<file path="config.mk">
export PLATFORM = sky130hd
export DESIGN_NAME = dependency_topological_sort_top
export DESIGN_NICKNAME = d
export VERILOG_FILES = /design/src/rtl/core/dts_pkg.sv /design/src/rtl/core/dts_edge_store.sv /design/src/rtl/core/dependency_topological_sort_top.sv
export SDC_FILE = /design/constraint.sdc
export NUM_CORES = 2
export LEC_CHECK = 0
export ABC_AREA = 1
export BUFFER_PORTS_ARGS = -buffer_cell sky130_fd_sc_hd__buf_2
export CAP_MARGIN = 20
export CELL_PAD_IN_SITES_DETAIL_PLACEMENT = 1
export CELL_PAD_IN_SITES_GLOBAL_PLACEMENT = 2
export CORE_ASPECT_RATIO = 1.5
export CORE_MARGIN = 4
export CORE_UTILIZATION = 44
export CTS_CLUSTER_DIAMETER = 200
export DETAILED_ROUTE_END_ITERATION = 6
export GPL_TIMING_DRIVEN = 0
export PLACE_DENSITY = 0.78
export SLEW_MARGIN = 20
export SYNTH_ARGS = -nofsm -noshare
export SYNTH_HDL_FRONTEND = slang
export SYNTH_SLANG_ARGS = --single-unit
</file>
<file path="constraint.sdc">
create_clock -name aclk -period 3.7 [get_ports aclk]
set_clock_uncertainty 0.2 [all_clocks]
set_input_delay 0.37 -clock aclk [delete_from_list [all_inputs] [get_ports aclk]]
set_output_delay 0.37 -clock aclk [all_outputs]
set_load 0.05 [all_outputs]
</file>
<file path="src/rtl/core/dts_pkg.sv">
`timescale 1ns / 1ps
// dts_pkg: shared types, codes and defaults for the dependency topological sort
// used by dts_edge_store and dependency_topological_sort_top
package dts_pkg;

    localparam int DEF_MAX_NODES = 32;

    typedef enum logic [1:0] {
        OP_ADD     = 2'd0,
        OP_RESOLVE = 2'd1,
        OP_CLEAR   = 2'd2,
        OP_UNUSED  = 2'd3
    } op_t;

    typedef enum logic [1:0] {
        KIND_ACK     = 2'd0,
        KIND_NODE    = 2'd1,
        KIND_SUMMARY = 2'd2,
        KIND_UNUSED  = 2'd3
    } kind_t;

    typedef enum logic [1:0] {
        STS_OK        = 2'd0,
        STS_UNKNOWN   = 2'd1,
        STS_CYCLE     = 2'd2,
        STS_OUT_RANGE = 2'd3
    } status_t;

    typedef struct packed {
        op_t        op;
        logic [4:0] node_index;
        logic [5:0] dep_index;
    } in_item_t;

    typedef struct packed {
        kind_t      kind;
        logic [4:0] sorted_node;
        status_t    status;
        logic [5:0] sorted_count;
        logic       last;
    } out_item_t;

    typedef enum logic [3:0] {
        ST_IDLE,
        ST_ADD_WR,
        ST_ACK,
        ST_DEG_RD,
        ST_DEG_ACC,
        ST_SEED,
        ST_PUSH,
        ST_POP,
        ST_POP_WAIT,
        ST_EMIT,
        ST_SUMMARY
    } state_t;

endpackage

</file>
<file path="src/rtl/core/dts_edge_store.sv">
`timescale 1ns / 1ps
// dts_edge_store: dependents matrix, one row per node, with per-row valid bits
// depends on dts_pkg
module dts_edge_store
    import dts_pkg::*;
#(
    parameter int MAX_NODES = DEF_MAX_NODES,
    localparam int AW = (MAX_NODES > 1) ? $clog2(MAX_NODES) : 1
) (
    input  logic                 aclk,
    input  logic                 aresetn,
    input  logic                 clr,
    input  logic                 wr_en,
    input  logic [AW-1:0]        wr_addr,
    input  logic [MAX_NODES-1:0] wr_row,
    input  logic [AW-1:0]        rd_addr,
    output logic [MAX_NODES-1:0] rd_row
);

    logic [MAX_NODES-1:0] mem [MAX_NODES];
    logic [MAX_NODES-1:0] mem_q_reg;
    logic [MAX_NODES-1:0] valid_reg;
    logic                 valid_q_reg;

    always_ff @(posedge aclk) begin
        if (wr_en) begin
            mem[wr_addr] <= wr_row;
        end
        mem_q_reg   <= mem[rd_addr];
        valid_q_reg <= valid_reg[rd_addr];
    end

    always_ff @(posedge aclk) begin
        if (!aresetn) begin
            valid_reg <= '0;
        end else if (clr) begin
            valid_reg <= '0;
        end else if (wr_en) begin
            valid_reg[wr_addr] <= 1'b1;
        end
    end

    // rows never written since reset or clear read as empty
    assign rd_row = valid_q_reg ? mem_q_reg : '0;

endmodule

</file>
<file path="src/rtl/core/dependency_topological_sort_top.sv">
`timescale 1ns / 1ps
// dependency_topological_sort_top: Kahn topological sort over a stored dependency graph
// depends on dts_pkg and dts_edge_store
//
// Items arrive on s_ as transactions and each one is worked to completion before the
// next is taken. An add that stores its edge, a rejected add, a clear or an unused code
// each give one acknowledgment. A resolve accepts the item, sweeps the edge memory for
// the in-degrees (one row read per node), seeds the ready queue from a scan of the
// nodes and pushes each ready node into the queue; for each sorted node it then reads
// the queue, reads its row, gives the result and scans its released dependents, and
// once the queue is found empty it gives the summary. It gives one result per sorted
// node and a closing summary flagged last. node_count is taken on cfg_ at any time but
// should only change while the block is idle.
module dependency_topological_sort_top
    import dts_pkg::*;
#(
    parameter int MAX_NODES = DEF_MAX_NODES,
    localparam int AW = (MAX_NODES > 1) ? $clog2(MAX_NODES) : 1,
    localparam int CW = $clog2(MAX_NODES + 1)
) (
    input  logic       aclk,
    input  logic       aresetn,
    input  logic       s_valid,
    output logic       s_ready,
    input  in_item_t   s_data,
    output logic       m_valid,
    input  logic       m_ready,
    output out_item_t  m_data,
    input  logic       cfg_valid,
    output logic       cfg_ready,
    input  logic [5:0] cfg_data
);

    state_t state_reg, state_next;

    logic [5:0]           node_count_reg;
    logic [CW-1:0]        n_act;
    in_item_t             req_reg;
    status_t              status_reg, add_status;
    logic [CW-1:0]        cnt_reg;
    logic [CW-1:0]        head_reg, tail_reg;
    logic [CW-1:0]        sorted_reg;
    logic [AW-1:0]        cur_reg;
    logic [MAX_NODES-1:0] mask_reg;
    logic [CW-1:0]        deg_reg [MAX_NODES];
    logic [AW-1:0]        fifo [MAX_NODES];
    logic [AW-1:0]        fifo_q_reg;
    logic                 m_valid_reg;
    out_item_t            m_data_reg, out_next;

    logic                 accept, slot_free, load_out;
    logic [AW-1:0]        rd_addr;
    logic [MAX_NODES-1:0] row;
    logic                 store_wr, store_clr;
    logic [MAX_NODES-1:0] lane_act, seed_mask, zero_mask;
    logic [AW-1:0]        low_idx;

    assign cfg_ready = 1'b1;
    assign n_act     = (node_count_reg > 6'(MAX_NODES)) ? CW'(MAX_NODES) : CW'(node_count_reg);
    assign slot_free = !m_valid_reg || m_ready;
    assign accept    = s_valid && s_ready;
    assign m_valid   = m_valid_reg;
    assign m_data    = m_data_reg;

    always_comb begin
        if (7'(s_data.node_index) >= 7'(n_act)) begin
            add_status = STS_OUT_RANGE;
        end else if (7'(s_data.dep_index) >= 7'(n_act)) begin
            add_status = STS_UNKNOWN;
        end else begin
            add_status = STS_OK;
        end
    end

    dts_edge_store #(.MAX_NODES(MAX_NODES)) u_store (
        .aclk    (aclk),
        .aresetn (aresetn),
        .clr     (store_clr),
        .wr_en   (store_wr),
        .wr_addr (req_reg.dep_index[AW-1:0]),
        .wr_row  (row | (MAX_NODES'(1) << req_reg.node_index)),
        .rd_addr (rd_addr),
        .rd_row  (row)
    );

    // per-lane masks and lowest pending push
    always_comb begin
        for (int j = 0; j < MAX_NODES; j++) begin
            lane_act[j]  = CW'(j) < n_act;
            seed_mask[j] = lane_act[j] && (deg_reg[j] == '0);
            zero_mask[j] = lane_act[j] && row[j] && (deg_reg[j] == CW'(1));
        end
        low_idx = '0;
        for (int i = MAX_NODES - 1; i >= 0; i--) begin
            if (mask_reg[i]) begin
                low_idx = AW'(i);
            end
        end
    end

    // next state
    always_comb begin
        state_next = state_reg;
        case (state_reg)
            ST_IDLE: begin
                if (s_valid) begin
                    case (s_data.op)
                        OP_ADD:     state_next = (add_status == STS_OK) ? ST_ADD_WR : ST_ACK;
                        OP_RESOLVE: state_next = (n_act == '0) ? ST_SEED : ST_DEG_RD;
                        default:    state_next = ST_ACK;
                    endcase
                end
            end
            ST_ADD_WR:   state_next = ST_ACK;
            ST_ACK:      state_next = slot_free ? ST_IDLE : ST_ACK;
            ST_DEG_RD:   state_next = ST_DEG_ACC;
            ST_DEG_ACC: begin
                state_next = ((CW+1)'(cnt_reg) + 1'b1 == (CW+1)'(n_act)) ? ST_SEED : ST_DEG_RD;
            end
            ST_SEED:     state_next = ST_PUSH;
            ST_PUSH:     state_next = (mask_reg == '0) ? ST_POP : ST_PUSH;
            ST_POP:      state_next = (head_reg == tail_reg) ? ST_SUMMARY : ST_POP_WAIT;
            ST_POP_WAIT: state_next = ST_EMIT;
            ST_EMIT:     state_next = slot_free ? ST_PUSH : ST_EMIT;
            ST_SUMMARY:  state_next = slot_free ? ST_IDLE : ST_SUMMARY;
            default:     state_next = ST_IDLE;
        endcase
    end

    // outputs of the sequencer
    always_comb begin
        s_ready   = 1'b0;
        store_wr  = 1'b0;
        store_clr = 1'b0;
        load_out  = 1'b0;
        rd_addr   = cur_reg;
        out_next  = '{kind: KIND_ACK, sorted_node: '0, status: STS_OK,
                      sorted_count: '0, last: 1'b1};
        case (state_reg)
            ST_IDLE: begin
                s_ready   = 1'b1;
                rd_addr   = s_data.dep_index[AW-1:0];
                store_clr = s_valid && (s_data.op == OP_CLEAR);
            end
            ST_ADD_WR: store_wr = 1'b1;
            ST_ACK: begin
                load_out        = slot_free;
                out_next.status = status_reg;
            end
            ST_DEG_RD:   rd_addr = cnt_reg[AW-1:0];
            ST_POP_WAIT: rd_addr = fifo_q_reg;
            ST_EMIT: begin
                load_out             = slot_free;
                out_next.kind        = KIND_NODE;
                out_next.sorted_node = 5'(cur_reg);
                out_next.last        = 1'b0;
            end
            ST_SUMMARY: begin
                load_out              = slot_free;
                out_next.kind         = KIND_SUMMARY;
                out_next.status       = (sorted_reg < n_act) ? STS_CYCLE : STS_OK;
                out_next.sorted_count = 6'(sorted_reg);
            end
            default: ;
        endcase
    end

    always_ff @(posedge aclk) begin
        if (!aresetn) begin
            state_reg      <= ST_IDLE;
            node_count_reg <= '0;
            m_valid_reg    <= 1'b0;
            head_reg       <= '0;
            tail_reg       <= '0;
            sorted_reg     <= '0;
            cnt_reg        <= '0;
        end else begin
            state_reg <= state_next;
            if (cfg_valid) begin
                node_count_reg <= cfg_data;
            end
            if (load_out) begin
                m_valid_reg <= 1'b1;
            end else if (m_ready) begin
                m_valid_reg <= 1'b0;
            end
            case (state_reg)
                ST_IDLE: begin
                    if (accept && s_data.op == OP_RESOLVE) begin
                        head_reg   <= '0;
                        tail_reg   <= '0;
                        sorted_reg <= '0;
                        cnt_reg    <= '0;
                    end
                end
                ST_DEG_ACC: cnt_reg <= cnt_reg + 1'b1;
                ST_PUSH: begin
                    if (mask_reg != '0) begin
                        tail_reg <= tail_reg + 1'b1;
                    end
                end
                ST_POP: begin
                    if (head_reg != tail_reg) begin
                        head_reg <= head_reg + 1'b1;
                    end
                end
                ST_EMIT: begin
                    if (slot_free) begin
                        sorted_reg <= sorted_reg + 1'b1;
                    end
                end
                default: ;
            endcase
        end
    end

    // payload and lane registers
    always_ff @(posedge aclk) begin
        if (accept) begin
            req_reg    <= s_data;
            status_reg <= (s_data.op == OP_ADD) ? add_status : STS_OK;
        end
        if (load_out) begin
            m_data_reg <= out_next;
        end
        if (state_reg == ST_POP_WAIT) begin
            cur_reg <= fifo_q_reg;
        end
        if (state_reg == ST_PUSH && mask_reg != '0) begin
            fifo[tail_reg[AW-1:0]] <= low_idx;
        end
        fifo_q_reg <= fifo[head_reg[AW-1:0]];

        case (state_reg)
            ST_SEED: mask_reg <= seed_mask;
            ST_PUSH: mask_reg[low_idx] <= 1'b0;
            ST_EMIT: begin
                if (slot_free) begin
                    mask_reg <= zero_mask;
                end
            end
            default: ;
        endcase

        for (int j = 0; j < MAX_NODES; j++) begin
            if (state_reg == ST_IDLE && accept && s_data.op == OP_RESOLVE) begin
                deg_reg[j] <= '0;
            end else if (state_reg == ST_DEG_ACC && lane_act[j]) begin
                deg_reg[j] <= deg_reg[j] + CW'(row[j]);
            end else if (state_reg == ST_EMIT && slot_free && lane_act[j] && row[j]
                         && deg_reg[j] != '0) begin
                deg_reg[j] <= deg_reg[j] - 1'b1;
            end
        end
    end

    assert property (@(posedge aclk) disable iff (!aresetn)
        tail_reg >= head_reg)
        else $error("ready queue read past its write pointer");

    assert property (@(posedge aclk) disable iff (!aresetn)
        (CW+1)'(tail_reg) <= (CW+1)'(MAX_NODES))
        else $error("ready queue overflow");

    assert property (@(posedge aclk) disable iff (!aresetn)
        state_reg == ST_SUMMARY |-> sorted_reg == head_reg)
        else $error("sorted count differs from nodes taken from the queue");

    assert property (@(posedge aclk) disable iff (!aresetn)
        m_valid_reg |-> (m_data_reg.last == (m_data_reg.kind != KIND_NODE)))
        else $error("last flag does not match result kind");

endmodule

</file>
==> results.yml <==
status:
  status: "finished with violations"
  violations: "negative setup slack"
power_and_ir_drop:
  p_total_mw: 50.1
  leakage_nw: 27.8
  ir_drop_uv: 413
  p_per_area_mw_per_mm2: 615
floorplanning:
  initial_utilization_pct: 44.3
  core_mm2: 0.159
  rows: 179
  die_height_um: 498
  dieArea_mm2: 0.166
  die_w_um: 334
  ios: 43
synth:
  synthFlopType: "edfxtp_1"
  synth-seq-cells: 1546
  synth_edf_count: 1441
  synth_top_area_cell: "edfxtp_1"
  yosysSeqAreaShare_pct: 64.5
  postSynthAreaPerCell_um2: 11.5
  ys_top_cells_by_area: "edfxtp_1 (62%), nor2_1 (5.2%), nand2_1 (3.2%)"
  syn_nets: 6298
  synth-async-reset-ratio_pct: 0
  syn-instance-count: 6120
  yosysWarningCount: 0
  yosysUniqueCellTypes: 63
  syn_area_mm2: 0.0704
  yosysTopAreaCellShare_pct: 61.5
cts:
  cts_tree: "yes"
  cts-buffers-inserted: 151
  cts_max_level: 4
  clock_path_buffers: 3
  clk_pin_slew_ns: 0.07
  cts-root-buf: "clkbuf_16"
  clk_latency_ns: 0.82
  cts_sinks: 1546
sta:
  worst_slack_ns: -0.00732
  slew-limit-headroom_pct: 25.4
  setup_violations: 2
  rsz0062_at_grt: "true"
  period_share_pct: 100
  hold_viol: 0
  drv_slew: 0
  period_needed_ns: 3.71
  worst_pin_slew_ns: 1.12
  tns_ns: -0.0117
  timing.fmax_ghz: 0.270
cells_and_area:
  area_delta_synth_final_pct: 15.6
  fin_nets: 6604
  layout_common_cells: "edfxtp_1 (1441), nor2_1 (935), nand2_1 (609), inv_1 (427), o21ai_0 (287)"
  drive_gt1_share_pct: 12.1
  final_cell_count_no_fill: 8628
  largest_reg_flops: 1024
  mostFrequentLayoutCell: "edfxtp_1"
global_routing:
  grt_max_degree: 42
  antenna_found_initial: 6
  grt_pass1_vias: 53400
  grt_pass1_wl_um: 353000
  grtUsageTotal_pct: 28.8
  grt.overflow.total: 0
worst_setup_path:
  cp.required_ns: 4.23
  rrSetupSlack_ns: -0.007
  worst_r2r_endpoint: "u_store.mem_q_reg[25]$_DFF_P_"
  worstSetupPathType: "flip-flop to flip-flop"
  cp_max_fo: 10
  start_kind: "flip-flop"
  r2r-start: "state_reg[0]$_SDFFE_PN0P_"
  setup.worst_path.end: "u_store.mem_q_reg[25]$_DFF_P_"
  end_kind: "flip-flop"
  reg2reg_depth: 8
  startpoint: "state_reg[0]$_SDFFE_PN0P_"
  cp.arrival_ns: 4.24
detailed_routing:
  wl_per_cell_um: 28.2
  first_iter_violations: 4146
  num_vias: 50800
  ant_nets: 0
  drt-total-wl_um: 243000
  firstDrtPassIters: 5
  drc: 0
  vias_per_cell: 5.89
placed_design:
  io_buffers: 40
  dpl.cell_count: 8314
  hpwlAfterDp_um: 176000
  gp_congestion: 0.889
flow_run:
  cap_viol_max_count: 0
min_path:
  hp-class: "input pin to flip-flop"
==> layout make-up <==
type	count	area (um2)
clock buffer	185	4000
clock inverter	85	697
buffer	298	1570
antenna	4	10.0
sequential	1546	45400
timing repair buffer	154	2300
multi-input combinational	3827	23100
fill	16500	77500
tap	2081	2600
inverter	448	1710
==> cells in the mapped netlist (10+ instances only) <==
master	n
a21oi_1	82
a311oi_1	34
a31oi_1	39
a32oi_1	40
and3_1	34
buf_1	10
buf_2	69
buf_4	31
buf_6	18
clkbuf_1	170
dfxtp_1	105
edfxtp_1	1441
ha_1	154
inv_1	430
nand2_1	609
nand3_1	253
nand4_1	43
nor2_1	982
nor3_1	130
nor4_1	20
o211ai_1	273
o21ai_0	322
o221ai_1	19
o22ai_1	40
o311ai_0	144
o311ai_1	86
or2_0	115
or2_1	19
or2_2	108
xnor2_1	61
xor2_1	142
==> how the worst min path moves through the flow <==
stage	from	to	slack [ns]	cells after the start
6_report	s_data[5]	status_reg[0]$_SDFFCE_PN0P_	0.05	6
2_1_floorplan	fifo_q_reg[1]$_DFF_P_	cur_reg[1]$_DFFE_PN_	0.21	0
4_1_cts	s_data[5]	status_reg[0]$_SDFFCE_PN0P_	0.02	6
5_1_grt	s_data[5]	status_reg[0]$_SDFFCE_PN0P_	0.10	6
3_5_place_dp	fifo_q_reg[1]$_DFF_P_	cur_reg[1]$_DFFE_PN_	0.22	0
3_3_place_gp	fifo_q_reg[1]$_DFF_P_	cur_reg[1]$_DFFE_PN_	0.21	0
==> timing repair <==
item,4_1_cts,5_1_grt
pin swaps,8,8
gates resized for setup,106,89
cloned,1,0
hold endpoints to repair,39,0
endpoints found under the setup margin,331,226
buffers inserted,7,2
hold buffers,32,0
==> kinds of logic after synthesis <==
kind of cell | synth area share [%]
other | 0.00533
and+or+nand+nor | 14.6
AOI/OAI and AO/OA | 11.2
adders and majority gates | 2.74
xor gates and xnor gates | 2.53
DFF | 64.5
buffers and inverters | 4.49
==> through the flow <==
step / instance area [um2] / hold slack, ns / util, % / setup slack [ns]
after floorplan: 70400 / 0.209 / - / 0.381
after global placement: 73200 / 0.212 / 46.1 / -2.50
after detailed placement: 75600 / 0.215 / 47.6 / -1.09
after CTS: 81100 / 0.0227 / 51.1 / -0.0185
after global routing: 81300 / 0.104 / 51.2 / -0.125
final: 81300 / 0.0546 / 51.2 / -0.00732
==> metal layers <==
layer | global-route usage, % | part of all wire [%]
met4 | 16.7 | 6.4
met5 | 0 | 0
met3 | 3.17 | 4.6
met2 | 52.2 | 52
met1 | 32.7 | 37
==> report_power, final <==
part           internal, mW  total [mW]  switching, mW
Combinational          3.63        13.3           9.67
Clock                  8.16        15.1           6.98
Sequential             21.2        21.6          0.367
Total                  33.0        50.1           17.0
==> worst max-delay path: stages (launching register included) <==
cell and delay (ns):
dfxtp_1 0.42, nand2_1 0.15, nor2_4 0.18, inv_2 0.08
o2111ai_1 0.64, clkbuf_1 0.84, clkbuf_1 0.62, a311oi_2 0.22
a31oi_1 0.24
No activity file was read; power rests on OpenSTA's default activity.
